File: src/hdl/client_peer_table_defines.svh
// Assertion helpers; the using module supplies aclk and aresetn.
`ifndef CLIENT_PEER_TABLE_DEFINES_SVH
`define CLIENT_PEER_TABLE_DEFINES_SVH

// Condition that holds at every edge out of reset.
`define CPT_ASSERT_ALWAYS(lbl, expr, msg) \
    lbl: assert property (@(posedge aclk) disable iff (!aresetn) (expr)) else $error(msg);

// Condition that holds in the cycle after a trigger.
`define CPT_ASSERT_NEXT(lbl, ante, cons, msg) \
    lbl: assert property (@(posedge aclk) disable iff (!aresetn) (ante) |=> (cons)) \
        else $error(msg);

`endif

File: src/hdl/cpt_pkg.sv
package cpt_pkg;

    localparam int OP_W        = 3;
    localparam int ID_W        = 64;
    localparam int CNT_OUT_W   = 5;
    localparam int MAX_RESULTS = 16;
    localparam int IN_DATA_W   = 200;   // 193 bits of fields, padded to bytes
    localparam int OUT_DATA_W  = 136;   // 134 bits of fields, padded to bytes

    localparam logic [OP_W-1:0] OP_ADD       = 3'd0;
    localparam logic [OP_W-1:0] OP_CHECK     = 3'd1;
    localparam logic [OP_W-1:0] OP_DROP_NODE = 3'd2;
    localparam logic [OP_W-1:0] OP_DROP_CONN = 3'd3;
    localparam logic [OP_W-1:0] OP_LIST      = 3'd4;
    localparam logic [OP_W-1:0] OP_CONTAINS  = 3'd5;

    typedef enum logic [2:0] {
        K_ADD, K_CHECK, K_DROP_NODE, K_DROP_CONN, K_LIST, K_CONTAINS, K_BAD
    } kind_t;

    typedef struct packed {
        kind_t             kind;
        logic [ID_W-1:0]   node_id;
        logic [ID_W-1:0]   conn_id;
        logic              bucket_unset;
        logic              dist_ok;     // id checks and XOR distance test passed
    } cmd_t;

endpackage

File: src/hdl/cpt_ram.sv
module cpt_ram #(
    parameter int WIDTH = 128,
    parameter int DEPTH = 16
) (
    input  logic                                    aclk,
    input  logic                                    we,
    input  logic [(DEPTH > 1 ? $clog2(DEPTH) : 1)-1:0] waddr,
    input  logic [WIDTH-1:0]                        wdata,
    input  logic [(DEPTH > 1 ? $clog2(DEPTH) : 1)-1:0] raddr,
    output logic [WIDTH-1:0]                        rdata
);
    logic [WIDTH-1:0] mem [DEPTH];

    always_ff @(posedge aclk) begin
        if (we) begin
            mem[waddr] <= wdata;
        end
        rdata <= mem[raddr];
    end
endmodule

File: src/hdl/cpt_front.sv
module cpt_front (
    input  logic                         aclk,
    input  logic                         aresetn,
    input  logic [cpt_pkg::ID_W-1:0]     own_id,
    input  logic                         in_valid,
    output logic                         in_ready,
    input  logic [cpt_pkg::OP_W-1:0]     in_op,
    input  logic [cpt_pkg::ID_W-1:0]     in_node_id,
    input  logic [cpt_pkg::ID_W-1:0]     in_conn_id,
    input  logic                         in_bucket_unset,
    input  logic [cpt_pkg::ID_W-1:0]     in_far_id,
    output logic                         q_valid,
    input  logic                         q_ready,
    output cpt_pkg::cmd_t                q_cmd
);
    import cpt_pkg::*;

    // two-entry command queue
    cmd_t        slot_reg [2];
    logic        wptr_reg, rptr_reg;
    logic [1:0]  count_reg;
    cmd_t        dec;
    logic        push, pop;

    always_comb begin
        unique case (in_op)
            OP_ADD:       dec.kind = K_ADD;
            OP_CHECK:     dec.kind = K_CHECK;
            OP_DROP_NODE: dec.kind = K_DROP_NODE;
            OP_DROP_CONN: dec.kind = K_DROP_CONN;
            OP_LIST:      dec.kind = K_LIST;
            OP_CONTAINS:  dec.kind = K_CONTAINS;
            default:      dec.kind = K_BAD;
        endcase
        dec.node_id       = in_node_id;
        dec.conn_id       = in_conn_id;
        dec.bucket_unset  = in_bucket_unset;
        dec.dist_ok       = (in_node_id != own_id) && (in_far_id != in_node_id) &&
                            ((in_far_id ^ own_id) > (in_node_id ^ own_id));
    end

    assign in_ready = (count_reg != 2'd2);
    assign q_valid  = (count_reg != 2'd0);
    assign q_cmd    = slot_reg[rptr_reg];
    assign push     = in_valid && in_ready;
    assign pop      = q_valid && q_ready;

    always_ff @(posedge aclk) begin
        if (!aresetn) begin
            wptr_reg  <= 1'b0;
            rptr_reg  <= 1'b0;
            count_reg <= 2'd0;
        end else begin
            if (push) begin
                slot_reg[wptr_reg] <= dec;
                wptr_reg           <= ~wptr_reg;
            end
            if (pop) begin
                rptr_reg <= ~rptr_reg;
            end
            count_reg <= count_reg + {1'b0, push} - {1'b0, pop};
        end
    end
endmodule

File: src/hdl/cpt_engine.sv
`include "client_peer_table_defines.svh"
module cpt_engine #(
    parameter int TABLE_DEPTH = 16
) (
    input  logic                           aclk,
    input  logic                           aresetn,
    input  logic                           q_valid,
    output logic                           q_ready,
    input  cpt_pkg::cmd_t                  q_cmd,
    output logic                           m_valid,
    input  logic                           m_ready,
    output logic                           m_ok,
    output logic [cpt_pkg::ID_W-1:0]       m_node_id,
    output logic [cpt_pkg::ID_W-1:0]       m_conn_id,
    output logic                           m_last,
    output logic [cpt_pkg::CNT_OUT_W-1:0]  m_entry_count
);
    import cpt_pkg::*;

    localparam int AW = (TABLE_DEPTH > 1) ? $clog2(TABLE_DEPTH) : 1;
    localparam int CW = $clog2(TABLE_DEPTH + 1);

    typedef enum logic [2:0] {
        S_IDLE, S_P1_RD, S_P1_CHK, S_DECIDE, S_ONE, S_P2_RD, S_P2_CHK
    } state_t;

    state_t             state_reg;
    cmd_t               cmd_reg;
    logic [AW-1:0]      idx_reg, wr_reg;
    logic [CW-1:0]      fill_reg, scan_end_reg, nmatch_reg, target_reg, emitted_reg;
    logic               cdup_reg, removed_reg, res_ok_reg;

    logic               m_valid_reg, m_ok_reg, m_last_reg;
    logic [ID_W-1:0]    m_nid_reg, m_cid_reg;
    logic [CNT_OUT_W-1:0] m_cnt_reg;

    logic                ram_we;
    logic [AW-1:0]       ram_waddr;
    logic [2*ID_W-1:0]   ram_wdata, ram_rdata;
    logic [ID_W-1:0]     rd_node, rd_conn;
    logic can_emit, add_ok, check_ok, scan_last, is_drop, match2, emit2, advance, keep;
    logic emit_one, emit_two;

    cpt_ram #(.WIDTH(2*ID_W), .DEPTH(TABLE_DEPTH)) u_table (
        .aclk  (aclk),
        .we    (ram_we),
        .waddr (ram_waddr),
        .wdata (ram_wdata),
        .raddr (idx_reg),
        .rdata (ram_rdata)
    );

    assign rd_node   = ram_rdata[2*ID_W-1:ID_W];
    assign rd_conn   = ram_rdata[ID_W-1:0];
    assign can_emit  = !m_valid_reg || m_ready;
    assign add_ok    = cmd_reg.dist_ok && (fill_reg < CW'(TABLE_DEPTH)) &&
                       cmd_reg.bucket_unset && !cdup_reg;
    assign check_ok  = cmd_reg.dist_ok && (fill_reg < CW'(TABLE_DEPTH));
    assign scan_last = (CW'(idx_reg) == (scan_end_reg - CW'(1)));
    assign is_drop   = (cmd_reg.kind == K_DROP_NODE) || (cmd_reg.kind == K_DROP_CONN);
    assign match2    = (cmd_reg.kind == K_DROP_CONN) ?
                       ((rd_conn == cmd_reg.conn_id) && !removed_reg) :
                       (rd_node == cmd_reg.node_id);
    assign emit2     = match2 && ((cmd_reg.kind == K_DROP_CONN) ||
                                  (emitted_reg != target_reg));
    assign advance   = !emit2 || can_emit;
    assign keep      = !(match2 && is_drop);
    assign emit_one  = (state_reg == S_ONE) && can_emit;
    assign emit_two  = (state_reg == S_P2_CHK) && advance && emit2;

    always_comb begin
        if (state_reg == S_DECIDE) begin
            ram_we    = (cmd_reg.kind == K_ADD) && add_ok;
            ram_waddr = fill_reg[AW-1:0];
            ram_wdata = {cmd_reg.node_id, cmd_reg.conn_id};
        end else begin
            ram_we    = (state_reg == S_P2_CHK) && advance && is_drop && keep;
            ram_waddr = wr_reg;
            ram_wdata = ram_rdata;
        end
    end

    assign q_ready         = (state_reg == S_IDLE);
    assign m_valid         = m_valid_reg;
    assign m_ok            = m_ok_reg;
    assign m_node_id       = m_nid_reg;
    assign m_conn_id       = m_cid_reg;
    assign m_last          = m_last_reg;
    assign m_entry_count   = m_cnt_reg;

    always_ff @(posedge aclk) begin
        if (!aresetn) begin
            state_reg   <= S_IDLE;
            fill_reg    <= '0;
            m_valid_reg <= 1'b0;
            emitted_reg <= '0;
            target_reg  <= '0;
        end else begin
            if (emit_one || emit_two) begin
                m_valid_reg <= 1'b1;
            end else if (m_ready) begin
                m_valid_reg <= 1'b0;
            end
            unique case (state_reg)
                S_IDLE: begin
                    if (q_valid) begin
                        cmd_reg      <= q_cmd;
                        idx_reg      <= '0;
                        nmatch_reg   <= '0;
                        cdup_reg     <= 1'b0;
                        scan_end_reg <= fill_reg;
                        state_reg    <= (fill_reg == '0) ? S_DECIDE : S_P1_RD;
                    end
                end
                S_P1_RD: state_reg <= S_P1_CHK;
                S_P1_CHK: begin
                    if (rd_node == cmd_reg.node_id) nmatch_reg <= nmatch_reg + CW'(1);
                    if (rd_conn == cmd_reg.conn_id) cdup_reg <= 1'b1;
                    if (scan_last) begin
                        state_reg <= S_DECIDE;
                    end else begin
                        idx_reg   <= idx_reg + AW'(1);
                        state_reg <= S_P1_RD;
                    end
                end
                S_DECIDE: begin
                    idx_reg      <= '0;
                    wr_reg       <= '0;
                    emitted_reg  <= '0;
                    removed_reg  <= 1'b0;
                    scan_end_reg <= fill_reg;
                    unique case (cmd_reg.kind) inside
                        K_ADD: begin
                            res_ok_reg <= add_ok;
                            if (add_ok) fill_reg <= fill_reg + CW'(1);
                            state_reg  <= S_ONE;
                        end
                        K_CHECK: begin
                            res_ok_reg <= check_ok;
                            state_reg  <= S_ONE;
                        end
                        K_CONTAINS: begin
                            res_ok_reg <= (nmatch_reg != '0);
                            state_reg  <= S_ONE;
                        end
                        K_LIST, K_DROP_NODE: begin
                            res_ok_reg <= 1'b0;
                            if (nmatch_reg != '0) begin
                                if (int'(nmatch_reg) > MAX_RESULTS) begin
                                    target_reg <= CW'(MAX_RESULTS);
                                end else begin
                                    target_reg <= nmatch_reg;
                                end
                                if (cmd_reg.kind == K_DROP_NODE) begin
                                    fill_reg <= fill_reg - nmatch_reg;
                                end
                                state_reg <= S_P2_RD;
                            end else begin
                                state_reg <= S_ONE;
                            end
                        end
                        K_DROP_CONN: begin
                            res_ok_reg <= 1'b0;
                            if (cdup_reg) begin
                                target_reg <= CW'(1);
                                fill_reg   <= fill_reg - CW'(1);
                                state_reg  <= S_P2_RD;
                            end else begin
                                state_reg  <= S_ONE;
                            end
                        end
                        default: begin
                            res_ok_reg <= 1'b0;
                            state_reg  <= S_ONE;
                        end
                    endcase
                end
                S_ONE: begin
                    if (can_emit) begin
                        m_ok_reg    <= res_ok_reg;
                        m_nid_reg   <= '0;
                        m_cid_reg   <= '0;
                        m_last_reg  <= 1'b1;
                        m_cnt_reg   <= CNT_OUT_W'(fill_reg);
                        state_reg   <= S_IDLE;
                    end
                end
                S_P2_RD: state_reg <= S_P2_CHK;
                S_P2_CHK: begin
                    if (advance) begin
                        if (emit2) begin
                            m_ok_reg    <= 1'b1;
                            m_nid_reg   <= rd_node;
                            m_cid_reg   <= rd_conn;
                            m_last_reg  <= (cmd_reg.kind == K_DROP_CONN) ||
                                           ((emitted_reg + CW'(1)) == target_reg);
                            m_cnt_reg   <= CNT_OUT_W'(fill_reg);
                            emitted_reg <= emitted_reg + CW'(1);
                        end
                        if (match2 && (cmd_reg.kind == K_DROP_CONN)) removed_reg <= 1'b1;
                        if (is_drop && keep) wr_reg <= wr_reg + AW'(1);
                        if (scan_last) begin
                            state_reg <= S_IDLE;
                        end else begin
                            idx_reg   <= idx_reg + AW'(1);
                            state_reg <= S_P2_RD;
                        end
                    end
                end
                default: state_reg <= S_IDLE;
            endcase
        end
    end

    `CPT_ASSERT_ALWAYS(a_fill_bound, fill_reg <= CW'(TABLE_DEPTH), "fill count past table depth")
    `CPT_ASSERT_ALWAYS(a_emit_bound, emitted_reg <= target_reg, "more matches reported than counted")
    `CPT_ASSERT_NEXT(a_add_grows, (state_reg == S_DECIDE) && (cmd_reg.kind == K_ADD) && add_ok, fill_reg == $past(fill_reg) + CW'(1), "accepted add did not grow table")
endmodule

File: src/hdl/client_peer_table.sv
// Peer table: holds up to TABLE_DEPTH (node id, connection id) entries in
// insertion order and runs one command per input item: add, check, drop by
// node, drop by connection, list by node, contains. Every command scans the
// table once to count node matches and spot the connection id, reading
// through the registered table RAM; list and both drops then scan again,
// when there is a match, to report matches and close gaps. The engine
// takes a new item only when through with the last; up to two items queue
// ahead of it. Every result carries the entry count after the command; the
// last result of a command has tlast. The user must write own_id through
// cfg_wr_en/cfg_wr_data only while no item is open; not enforced by the block.
module client_peer_table #(
    parameter int TABLE_DEPTH = 16
) (
    input  logic                              aclk,
    input  logic                              aresetn,
    input  logic                              cfg_wr_en,
    input  logic [63:0]                       cfg_wr_data,    // own_id
    input  logic                              s_axis_tvalid,
    output logic                              s_axis_tready,
    // node_id[63:0], connection_id[127:64], bucket_unset[128], far_id[192:129]
    input  logic [cpt_pkg::IN_DATA_W-1:0]     s_axis_tdata,
    input  logic [cpt_pkg::OP_W-1:0]          s_axis_tuser,   // op
    output logic                              m_axis_tvalid,
    input  logic                              m_axis_tready,
    // ok[0], out_node_id[64:1], out_connection_id[128:65], entry_count[133:129]
    output logic [cpt_pkg::OUT_DATA_W-1:0]    m_axis_tdata,
    output logic                              m_axis_tlast
);
    import cpt_pkg::*;

    logic [ID_W-1:0]      own_id_reg;
    logic                 q_valid, q_ready;
    cmd_t                 q_cmd;
    logic                 r_ok;
    logic [ID_W-1:0]      r_nid, r_cid;
    logic [CNT_OUT_W-1:0] r_cnt;

    always_ff @(posedge aclk) begin
        if (!aresetn) begin
            own_id_reg <= '0;
        end else if (cfg_wr_en) begin
            own_id_reg <= cfg_wr_data;
        end
    end

    // front: decode op, precompute the distance test, queue the command
    cpt_front u_front (
        .aclk             (aclk),
        .aresetn          (aresetn),
        .own_id           (own_id_reg),
        .in_valid         (s_axis_tvalid),
        .in_ready         (s_axis_tready),
        .in_op            (s_axis_tuser),
        .in_node_id       (s_axis_tdata[63:0]),
        .in_conn_id       (s_axis_tdata[127:64]),
        .in_bucket_unset  (s_axis_tdata[128]),
        .in_far_id        (s_axis_tdata[192:129]),
        .q_valid          (q_valid),
        .q_ready          (q_ready),
        .q_cmd            (q_cmd)
    );

    // back: table scans, compaction and result output register
    cpt_engine #(.TABLE_DEPTH(TABLE_DEPTH)) u_engine (
        .aclk            (aclk),
        .aresetn         (aresetn),
        .q_valid         (q_valid),
        .q_ready         (q_ready),
        .q_cmd           (q_cmd),
        .m_valid         (m_axis_tvalid),
        .m_ready         (m_axis_tready),
        .m_ok            (r_ok),
        .m_node_id       (r_nid),
        .m_conn_id       (r_cid),
        .m_last          (m_axis_tlast),
        .m_entry_count   (r_cnt)
    );

    assign m_axis_tdata = {2'b00, r_cnt, r_cid, r_nid, r_ok};
endmodule
File: config.mk
export PLATFORM = sky130hd
export DESIGN_NAME = client_peer_table
export DESIGN_NICKNAME = d
export VERILOG_FILES = /design/src/hdl/cpt_pkg.sv /design/src/hdl/cpt_ram.sv /design/src/hdl/cpt_front.sv /design/src/hdl/cpt_engine.sv /design/src/hdl/client_peer_table.sv
export VERILOG_INCLUDE_DIRS = /design/src /design/src/hdl
export SDC_FILE = /design/constraint.sdc
export NUM_CORES = 2
export LEC_CHECK = 0
export BUFFER_PORTS_ARGS = -buffer_cell sky130_fd_sc_hd__buf_2
export CAP_MARGIN = 20
export CORE_MARGIN = 8
export CORE_UTILIZATION = 30
export DETAILED_ROUTE_END_ITERATION = 10
export GPL_TIMING_DRIVEN = 1
export PLACE_DENSITY_LB_ADDON = 0.25
export SLEW_MARGIN = 5
export SYNTH_ARGS = -nofsm -noshare
export SYNTH_HDL_FRONTEND = slang
export SYNTH_SLANG_ARGS = --single-unit
File: constraint.sdc
create_clock -name aclk -period 9.5 [get_ports aclk]
set_input_delay 0.95 -clock aclk [delete_from_list [all_inputs] [get_ports aclk]]
set_output_delay 0.95 -clock aclk [all_outputs]
set_load 0.01 [all_outputs]
==> impl_summary.log <==
INFO  metric outcome = finished clean
INFO  metric yosys_most_used_dff = sky130_fd_sc_hd__edfxtp_1
INFO  metric crit_path_start_kind = register
INFO  metric grt_start_max_net_pins = 149
INFO  metric number_of_antenna_violations_at_the_first_check_in_global_routing = 36
INFO  metric report.final.setup_viol = 0
INFO  metric clock_power_share = 32.4%
INFO  metric summed_instance_area_of_the_synthesized_netlist = 109,400 µm²
INFO  metric gpl.final_weighted_congestion = 0.9286
INFO  metric switching_power = roughly 11 mW
INFO  metric cp.arrival = 6510 ps
INFO  metric crit_fanout = 42
INFO  metric setup_ws = 3471 ps
INFO  metric max_cap_viol_count = 0
INFO  metric ys_types = 70
INFO  metric nNetsFinal = 6,288
INFO  metric maxSlewViolCount = 0
INFO  metric cts-hold-fix-buffers = 0
INFO  metric synthCells = 5,388
INFO  metric power.share.switching = 29.05%
INFO  metric post_synth_main_area_contributors = sky130_fd_sc_hd__edfxtp_1 (71%), sky130_fd_sc_hd__mux4_2 (13%), sky130_fd_sc_hd__dfxtp_1 (3.9%), sky130_fd_sc_hd__xor2_1 (1.6%), sky130_fd_sc_hd__nand2_1 (1.4%)
INFO  metric synth_seq_cells = 2,818
INFO  metric crit_path_top_delay_cell = sky130_fd_sc_hd__nor2_4
INFO  metric grt_first_pass_wirelength = 440,500 µm
INFO  metric synth.yosys.warnings = 0
INFO  metric seq_power_share = 45.3%
INFO  metric dieArea = 384,200 µm²
INFO  metric crit_path_cell_trace = and2b_4, nand2_1, clkinv_1, nand2_1, a221oi_1, o22ai_1, nor2_4, buf_4, buf_4
INFO  metric io_pins = 411
INFO  metric cts_buffer_count = between 300 and 400
INFO  metric timing.critical_path.required = 9990 ps
INFO  metric synthMostInstantiatedCell = sky130_fd_sc_hd__edfxtp_1
INFO  metric n_fill_cell = 33,880
INFO  metric area_delta_synth_final = 16.43%
INFO  metric setup_repair_after_global_routing_missed_its_margin = no
INFO  metric finalCritPeriodShare = 63.46%
INFO  metric first_global_vias = 55,960
INFO  metric route.detailed.drc = 0
INFO  metric p_leak = 41.91 nW
INFO  metric grt-ovfl-total = 0
INFO  metric synth_area_per_cell = 20.30 µm²
INFO  metric critPathBufInv = 3
INFO  metric synth_top_cell_area_share = 71.47%
INFO  metric path_type_of_the_worst_min_delay_path = in2reg
INFO  metric fmaxAchievable = 165.9 MHz
INFO  metric tritoncts = yes
INFO  metric setup.reg_to_reg.worst_slack = 3470 ps
INFO  metric timing.critical_path.to_type = register
INFO  metric cts-root-to-sink-buffers = 4
INFO  metric avgRoutedWirePerCell = 28.81 µm
INFO  metric totalNegativeSetupSlack = 0 ps
INFO  metric std_cell_rows = 221
INFO  metric clock_insertion_delay_worst_skew = 910 ps
INFO  metric postCtsResizedCells = 0
INFO  metric power-per-cell-area = 285.9 nW/µm²
INFO  metric critical_path_class = reg2reg
INFO  metric timing_hold_violations_final = 0
INFO  metric p_int = 25.84 mW
INFO  metric tightestPinTransition = between 1000 and 1500 ps
INFO  metric dieHeight = 619.8 µm
INFO  metric cts_root_buffer_type = sky130_fd_sc_hd__clkbuf_16
INFO  metric cts_clock_pin_slew_for_the_worst_setup_and_hold_paths = 60 ps
INFO  metric routed-via-count = 53,970
INFO  metric viasPerCell = 4.906
INFO  metric largest_delay_contributor_family_on_the_critical_path = simple AND/OR/NAND/NOR gates
INFO  metric slew-limit-headroom = 25.76%
INFO  metric async_s_r_ff_share_synth = 0%
INFO  metric chipWidth = ~620 µm
INFO  metric htree_levels = 5
INFO  metric detailed_place_hpwl = 182,000 µm
INFO  metric drt_first_iter_violations = 5,148
INFO  metric synthDominantAreaCellType = sky130_fd_sc_hd__edfxtp_1
INFO  metric numPortBuffers = ~400
INFO  metric synth_sequential_area_ratio = 75.40%
INFO  metric cpPeakStageDelay = 910 ps
INFO  metric synth_top_cells_by_count = sky130_fd_sc_hd__edfxtp_1 (2,603), sky130_fd_sc_hd__mux4_2 (624), sky130_fd_sc_hd__nand2_1 (418)
INFO  metric detail_route.wirelength = 316,900 µm
INFO  metric track_usage = 16.01%
INFO  metric drt-pass1-iter-count = 5
INFO  metric number_of_flip_flops_in_the_largest_register = 2,048
INFO  metric route.antenna.remaining_nets = 0
INFO  metric power_frac_comb = 22.3%
INFO  metric peakVddDrop = 0.0003429 V
INFO  metric numClockSinks = around 2,800
INFO  metric synth-edff-count = 2,603
INFO  metric pre_cts_ws = 3362 ps
INFO  metric initial_core_util = 30.15%
INFO  metric cts_setup_buffers = 0
INFO  metric drive_above_1_share = 27.97%
INFO  metric core_area = 362,800 µm²
INFO  metric period_needed = 6029 ps
INFO  metric clock-skew-final = about 48 ps
-- power by group through the flow --
stage               Sequential (mW)  Clock [mW]  Combinational [mW]
detailed placement             16.7           0                8.28
CTS                            16.5        12.1                8.31
global route                   16.6        12.5                8.73
finish                         16.5        11.8                8.12
floorplan                      16.6           0                5.32
global placement               16.7           0                8.17
-- worst register-to-register path, stage by stage (launching register included) --
cell and delay (ps):
sky130_fd_sc_hd__dfxtp_1 490, sky130_fd_sc_hd__and2b_4 670, sky130_fd_sc_hd__nand2_1 440, sky130_fd_sc_hd__clkinv_1 290
sky130_fd_sc_hd__nand2_1 80, sky130_fd_sc_hd__a221oi_1 620, sky130_fd_sc_hd__o22ai_1 470, sky130_fd_sc_hd__nor2_4 910
sky130_fd_sc_hd__buf_4 700, sky130_fd_sc_hd__buf_4 900
-- cell usage in the layout, fill, tap and decap left out, drive strengths merged, types with 25 or more instances in the layout --
cell | synthesis | routed
edfxtp | 2603 | 2603
mux4 | 624 | 624
buf | 92 | 498
nand2 | 418 | 418
clkbuf | 162 | 392
dfxtp | 215 | 215
xor2 | 203 | 203
xnor2 | 144 | 144
and3 | 137 | 137
mux2 | 134 | 134
clkinv | 1 | 119
nor2b | 98 | 98
mux2i | 89 | 89
ha | 76 | 76
nor2 | 58 | 58
nand4 | 57 | 57
nor4 | 45 | 45
a21oi | 40 | 40
inv | 15 | 30
bufinv | 0 | 25
-- final cells by class --
type | count | area, µm² | area share (%)
flip-flops and latches | 2818 | 82480 | 64.76
inverters | 16 | 60.06 | 0.04716
multi-input cells | 2301 | 25950 | 20.38
repair buffers | 498 | 2953 | 2.319
well taps | 4794 | 5998 | 4.710
diodes | 16 | 40.04 | 0.03144
clock inverters | 167 | 1610 | 1.264
clock buffers | 392 | 8255 | 6.483
-- kinds of logic after synthesis --
family	count (synthesis)	synth area share (%)
compound gates	148	0.9140
simple gates	880	3.963
other cells	1	0.003429
buf+inv	270	1.010
flops	2818	75.40
xor+xnor	347	2.779
fa+ha+maj	77	0.8877
mux	847	15.04
-- through the flow --
step,cells,power (mW),area (µm²),hold slack [ps],util (%)
6_report,11000,36.41,127300,233.4,35.10
5_1_grt,11000,37.82,127300,161.5,35.10
4_1_cts,10990,36.88,127300,140.3,35.09
3_5_place_dp,10430,25.02,117400,507.3,32.37
3_3_place_gp,10430,24.87,117400,503.9,32.36
2_1_floorplan,5389,21.93,109400,475.4,-
-- metal layers --
layer	routed length, µm	global-route usage [%]	share of wire [%]
met1	137900	21.77	44
met2	153900	26.90	49
met3	17190	2.733	5.4
met4	7915	3.651	2.5
met5	14	0	0.0044
-- final timing paths --
kind,from,endpoint,depth (start not counted)
max reg2reg,u_engine.state_reg[1],u_engine.u_table.mem[0][80],9
min,s_axis_tdata[99],u_front.slot_reg[1][37],1
min reg2reg,u_engine.emitted_reg[1],u_engine.emitted_reg[1],2
max,u_engine.state_reg[1],u_engine.u_table.mem[0][80],9
Note: power is estimated with default switching activity, not from simulation.
